[src/rtl/core/bfi_pkg.sv]
// Package for the Brainfuck interpreter core: item structs, opcodes,
// controller states and the command/status structs between controller and datapath.
// No dependencies.
package bfi_pkg;

  typedef enum logic [1:0] {
    MODE_LOAD    = 2'd0,
    MODE_EXEC    = 2'd1,
    MODE_RESTART = 2'd2,
    MODE_NOP     = 2'd3
  } mode_t;

  localparam logic [7:0] CH_OPEN  = 8'h5B;  // [
  localparam logic [7:0] CH_CLOSE = 8'h5D;  // ]
  localparam logic [7:0] CH_INC   = 8'h2B;  // +
  localparam logic [7:0] CH_DEC   = 8'h2D;  // -
  localparam logic [7:0] CH_RIGHT = 8'h3E;  // >
  localparam logic [7:0] CH_LEFT  = 8'h3C;  // <
  localparam logic [7:0] CH_OUT   = 8'h2E;  // .
  localparam logic [7:0] CH_IN    = 8'h2C;  // ,

  typedef enum logic [3:0] {
    OP_NONE, OP_INC, OP_DEC, OP_RIGHT, OP_LEFT, OP_OUT, OP_IN, OP_OPEN, OP_CLOSE
  } op_t;

  typedef enum logic [3:0] {
    ST_IDLE, ST_DISPATCH, ST_DECODE, ST_SF_RD, ST_SF_CHK,
    ST_SB_RD, ST_SB_CHK, ST_CLEAR, ST_RESULT
  } state_t;

  typedef struct packed {
    logic [1:0]  mode;
    logic [11:0] prog_address;
    logic [7:0]  prog_byte;
    logic [7:0]  input_byte;
    logic        input_eof;
  } in_item_t;

  typedef struct packed {
    logic        out_valid;
    logic [7:0]  out_byte;
    logic        took_input;
    logic        halted;
    logic [12:0] next_pc;
  } out_item_t;

  typedef struct packed {
    logic latch_in;
    logic load_wr;
    logic clr_start;
    logic clr_step;
    logic exec;
    logic sf_start;
    logic sf_fail;
    logic sf_chk;
    logic sb_start;
    logic sb_chk;
    logic scan_addr;
    logic result;
  } cmd_t;

  typedef struct packed {
    mode_t mode;
    logic  halted;
    op_t   op;
    logic  cell_zero;
    logic  clr_last;
    logic  sf_end;
    logic  sf_hit;
    logic  sb_hit;
    logic  sb_end;
    logic  out_free;
  } stat_t;

  function automatic op_t decode_op(input logic [7:0] ch);
    op_t op;
    case (ch)
      CH_INC:   op = OP_INC;
      CH_DEC:   op = OP_DEC;
      CH_RIGHT: op = OP_RIGHT;
      CH_LEFT:  op = OP_LEFT;
      CH_OUT:   op = OP_OUT;
      CH_IN:    op = OP_IN;
      CH_OPEN:  op = OP_OPEN;
      CH_CLOSE: op = OP_CLOSE;
      default:  op = OP_NONE;
    endcase
    return op;
  endfunction

endpackage

[src/rtl/core/bfi_ctrl.sv]
// Controller state machine: sequences load, execute, scans, clearing and result.
// Depends on bfi_pkg.
module bfi_ctrl import bfi_pkg::*; (
  input  logic  clk,
  input  logic  rst_n,
  input  logic  in_valid,
  output logic  in_stall,
  input  stat_t stat,
  output cmd_t  cmd
);
  state_t state_r, state_nxt;
  logic   reply_r, reply_nxt;

  always_ff @(posedge clk) begin
    if (!rst_n) begin
      state_r <= ST_CLEAR;
      reply_r <= 1'b0;
    end else begin
      state_r <= state_nxt;
      reply_r <= reply_nxt;
    end
  end

  always_comb begin
    state_nxt = state_r;
    reply_nxt = reply_r;
    cmd       = '0;
    in_stall  = 1'b1;
    unique case (state_r)
      ST_IDLE: begin
        in_stall = 1'b0;
        if (in_valid) begin
          cmd.latch_in = 1'b1;
          state_nxt    = ST_DISPATCH;
        end
      end
      ST_DISPATCH: begin
        unique case (stat.mode)
          MODE_LOAD: begin
            cmd.load_wr = 1'b1;
            state_nxt   = ST_RESULT;
          end
          MODE_EXEC:    state_nxt = stat.halted ? ST_RESULT : ST_DECODE;
          MODE_RESTART: begin
            cmd.clr_start = 1'b1;
            reply_nxt     = 1'b1;
            state_nxt     = ST_CLEAR;
          end
          default:      state_nxt = ST_RESULT;
        endcase
      end
      ST_DECODE: begin
        if (stat.op == OP_OPEN && stat.cell_zero) begin
          cmd.sf_start = 1'b1;
          state_nxt    = ST_SF_RD;
        end else if (stat.op == OP_CLOSE) begin
          cmd.sb_start = 1'b1;
          state_nxt    = ST_SB_RD;
        end else begin
          cmd.exec  = 1'b1;
          state_nxt = ST_RESULT;
        end
      end
      ST_SF_RD: begin
        cmd.scan_addr = 1'b1;
        if (stat.sf_end) begin
          cmd.sf_fail = 1'b1;
          state_nxt   = ST_RESULT;
        end else begin
          state_nxt = ST_SF_CHK;
        end
      end
      ST_SF_CHK: begin
        cmd.sf_chk = 1'b1;
        state_nxt  = stat.sf_hit ? ST_RESULT : ST_SF_RD;
      end
      ST_SB_RD: begin
        cmd.scan_addr = 1'b1;
        state_nxt     = ST_SB_CHK;
      end
      ST_SB_CHK: begin
        cmd.sb_chk = 1'b1;
        state_nxt  = (stat.sb_hit || stat.sb_end) ? ST_RESULT : ST_SB_RD;
      end
      ST_CLEAR: begin
        cmd.clr_step = 1'b1;
        if (stat.clr_last) begin
          reply_nxt = 1'b0;
          state_nxt = reply_r ? ST_RESULT : ST_IDLE;
        end
      end
      ST_RESULT: begin
        if (stat.out_free) begin
          cmd.result = 1'b1;
          state_nxt  = ST_IDLE;
        end
      end
      default: state_nxt = ST_IDLE;
    endcase
  end
endmodule

[config.mk]
export PLATFORM = sky130hd
export DESIGN_NAME = bfi_ctrl
export DESIGN_NICKNAME = d
export VERILOG_FILES = /design/src/rtl/core/bfi_pkg.sv /design/src/rtl/core/bfi_ctrl.sv
export SDC_FILE = /design/constraint.sdc
export NUM_CORES = 1
export LEC_CHECK = 0
export BUFFER_PORTS_ARGS = -buffer_cell sky130_fd_sc_hd__buf_2
export CAP_MARGIN = 20
export CORE_MARGIN = 4
export CORE_UTILIZATION = 39
export DETAILED_ROUTE_END_ITERATION = 10
export HOLD_SLACK_MARGIN = 0.15
export MAX_ROUTING_LAYER = met4
export PLACE_DENSITY = 0.72
export SYNTH_ARGS = -nofsm -noshare
export SYNTH_HDL_FRONTEND = slang
export SYNTH_SLANG_ARGS = --single-unit
[constraint.sdc]
create_clock -name clk -period 1.45 [get_ports clk]
set_clock_uncertainty 0.15 [all_clocks]
set_input_delay 0.2175 -clock clk [delete_from_list [all_inputs] [get_ports clk]]
set_output_delay 0.2175 -clock clk [all_outputs]
set_load 0.05 [all_outputs]
==> metrics.md <==
| Metric | Value |
|---|---|
| Status | `finished, violations left` |
| Violated checks | `setup timing` |
| Most frequent cells in the layout | `23 x buf_4, 16 x buf_2, 8 x buf_6, 8 x buf_8, 7 x inv_1` |
| Synth top area cells | `dfxtp_1 17%, ha_1 8.5%, and3_1 5.3%, inv_1 5.1%, nor2_1 5.1%` |
| CTS Buf Count | `3` |
| First-pass DRT Iterations | `4` |
| DP Area | `926 um^2` |
| Share of the synthesized area in the top cell type | `16.9%` |
| ANT nets after route | `0` |
| Reg-to-reg critical path endpoint | `state_r[3]` |
| Die area | `2200 um^2` |
| Final critical-path required period | `1750 ps` |
| GR Overflow Total | `0` |
| Worst path arrival time | `1380 ps` |
| First-pass GRT wire length | `4100 um` |
| R2r worst-path depth | `5` |
| Achievable frequency | `572 MHz` |
| Clock sink count | `5` |
| Critical-path top delay cell | `dfxtp_4` |
| Largest net degree at the start of global routing | `10` |
| Max VDD drop | `963 uV` |
| Die width | `47.0 um` |
| CP Max Fanout | `7` |
| Mapped cell area | `592 um^2` |
| CP Class | `flip-flop to output pin` |
| Design Area, Final | `1220 um^2` |
| Max cap viols | `0` |
| Relative slew slack | `74.7%` |
| CP Launch Type | `flip-flop` |
| Initial Util | `43.3%` |
| PD cells | `1020 nW/um^2` |
| Standard-cell row count | `13` |
| Core area | `1370 um^2` |
| Final cell count without fillers | `149` |
| DP HPWL | `1530 um` |
| Area grow syn2layout | `107%` |
| Clk buf depth | `2` |
| Worst hold path startpoint | `stat[0]` |
| Clk slew on worst S/H paths | `50 ps` |
| N_diodes | `0` |
| Drt initial violations | `41` |
| Fin. Hold Viols | `0` |
| Worst-margin pin slew | `379 ps` |
| DIE HEIGHT | `47.0 um` |
| Residual DRC | `0` |
| Pins Over Slew Limit | `0` |
| Worst path cell trace | `buf_4 -> nor3_2 -> and3_2 -> buf_6` |
| Global Route Usage Sum | `27.9%` |
| CP Capture Type | `output pin` |
| Critical Path RT | `1080 ps` |
| Port Buffer Count | `29` |
| Vias in the first global route | `873` |
| Final setup violation count | `17` |
| Layout net count | `156` |
| R2r setup slk | `-270 ps` |
| Cell variety after synth | `34` |
| Final WL | `3190 um` |
| Worst min path class | `primary input to flip-flop` |
| Hold EP | `state_r[3]` |
| Fill cells | `73` |
| Unrepaired setup endpoints after global routing | `true` |
| Post-synthesis sequential area ratio | `16.9%` |
| Most common cell after layout, fill and taps aside | `buf_4` |
| Inst Count DP | `133` |
| Initial antenna violation count | `0` |
| Layout cells sized above 1 | `70.9%` |
| Vias/cell | `6.17` |
| Cells on Worst Hold Path | `3` |
| I/O pin count | `30` |
| Cells after Synth | `77` |
| DR WL/cell | `21.4 um` |
| RD Place Congestion | `0.899` |
| H-tree levels | `1` |
| Ys Warns | `0` |
| Final Worst Setup Slack | `-299 ps` |
| Clk_lat worst skew | `250 ps` |
| Flops & latches, synth | `5` |
| Synth area leader | `dfxtp_1` |
| Vias | `919` |
| Synthesized net count | `98` |
| Worst r2r src | `state_r[2]` |
| Final period utilization | `121%` |
| CTS tree | `yes` |
| Max stage delay on crit path | `360 ps` |
| LEAKAGE | `0.583 nW` |
| Syn Area/Cell | `7.69 um^2` |
| Root buffer cell | `clkbuf_4` |
layout make-up:
class	count	area (um^2)	share of cell area [%]
multi-input combinational	61	561	45.8
timing repair buffer	56	473	38.6
sequential	5	113	9.19
inverter	8	33.8	2.76
clock buffer	4	26.3	2.15
tap	15	18.8	1.53
cell usage after synthesis (all sizes together):
cell type	instances
and3	8
o21ai	2
nor3	3
nor4b	1
a211o	1
nand2	2
a31oi	1
and2	1
a21oi	5
dfxtp	5
nand4	2
nor2b	2
o31a	1
clkbuf	1
and2b	3
a2111o	1
and4b	2
a221oi	1
buf	3
or3b	1
mux2	1
o21bai	1
o21a	1
nand3	3
a311oi	1
nor4	1
nand3b	2
nor2	8
ha	4
inv	8
a211oi	1
sequential cells by signal, summed over array words and instances (netlist names):
name     flops
reply_r      1
state_r      4
how the worst max path moves through the flow:
stage | from | end | slack [ps] | depth (start not counted)
after global placement | state_r[2] | state_r[3] | -170 | 4
after floorplan | state_r[1] | cmd[7] | -80 | 4
after detailed placement | state_r[1] | cmd[7] | -220 | 4
after global routing | state_r[2] | cmd[0] | -320 | 4
after CTS | state_r[2] | cmd[7] | -220 | 4
final | state_r[2] | cmd[0] | -300 | 4
timing repair:
item / 4_1_cts / 5_1_grt
pin swaps: 8 / 3
hold buffers: 1 / 0
gates cloned: 1 / 0
buffers inserted: 7 / 4
endpoints found under the setup margin: 17 / 17
resized for setup: 44 / 8
endpoints found under the hold margin: 3 / 0
power by group:
group          internal, mW  leakage, nW  switching (mW)  total (mW)
Clock                 0.105       0.0150          0.0705       0.175
Sequential            0.172       0.0426          0.0542       0.226
Combinational         0.388        0.525           0.458       0.846
Total                 0.665        0.583           0.583        1.25
metrics by stage:
stage          utilization [%]  hold WS [ps]  total power [mW]  setup slack [ps]  TNS (ps)
3_3_place_gp              67.8           255             0.784              -175     -1670
5_1_grt                   89.7           224              1.29              -316     -3710
4_1_cts                   85.5           151              1.14              -225     -2630
6_report                  89.7           209              1.25              -299     -3160
3_5_place_dp              67.8           262             0.796              -222     -2100
2_1_floorplan                -           139             0.656             -77.2      -210
critical path, delay by kind of cell, from the launching register on:
| kind | cells | cell delay [ps] |
|---|---|---|
| buffers and inverters | 2 | 310 |
| flip-flops | 1 | 360 |
| AND/OR/NAND/NOR | 2 | 460 |
per-layer routing:
layer  share of wire [%]  up-vias  track usage [%]
met2                  47       81             44.2
li1                    -      391                -
met1                  38      425             33.6
met4                 5.9        0             15.5
met5                   0        -                -
met3                 9.8       22             4.21
logic make-up (layout without fill, tap and decap cells):
kind of cell / count (synthesis) / after routing / share of synthesized area, %
fa+ha+maj: 4 / 4 / 8.46
mux: 1 / 1 / 1.90
buf+inv: 12 / 68 / 11.0
flops: 5 / 5 / 16.9
compound gates: 16 / 16 / 20.7
simple gates: 39 / 40 / 41.0
(Power assumes the default switching activity.)
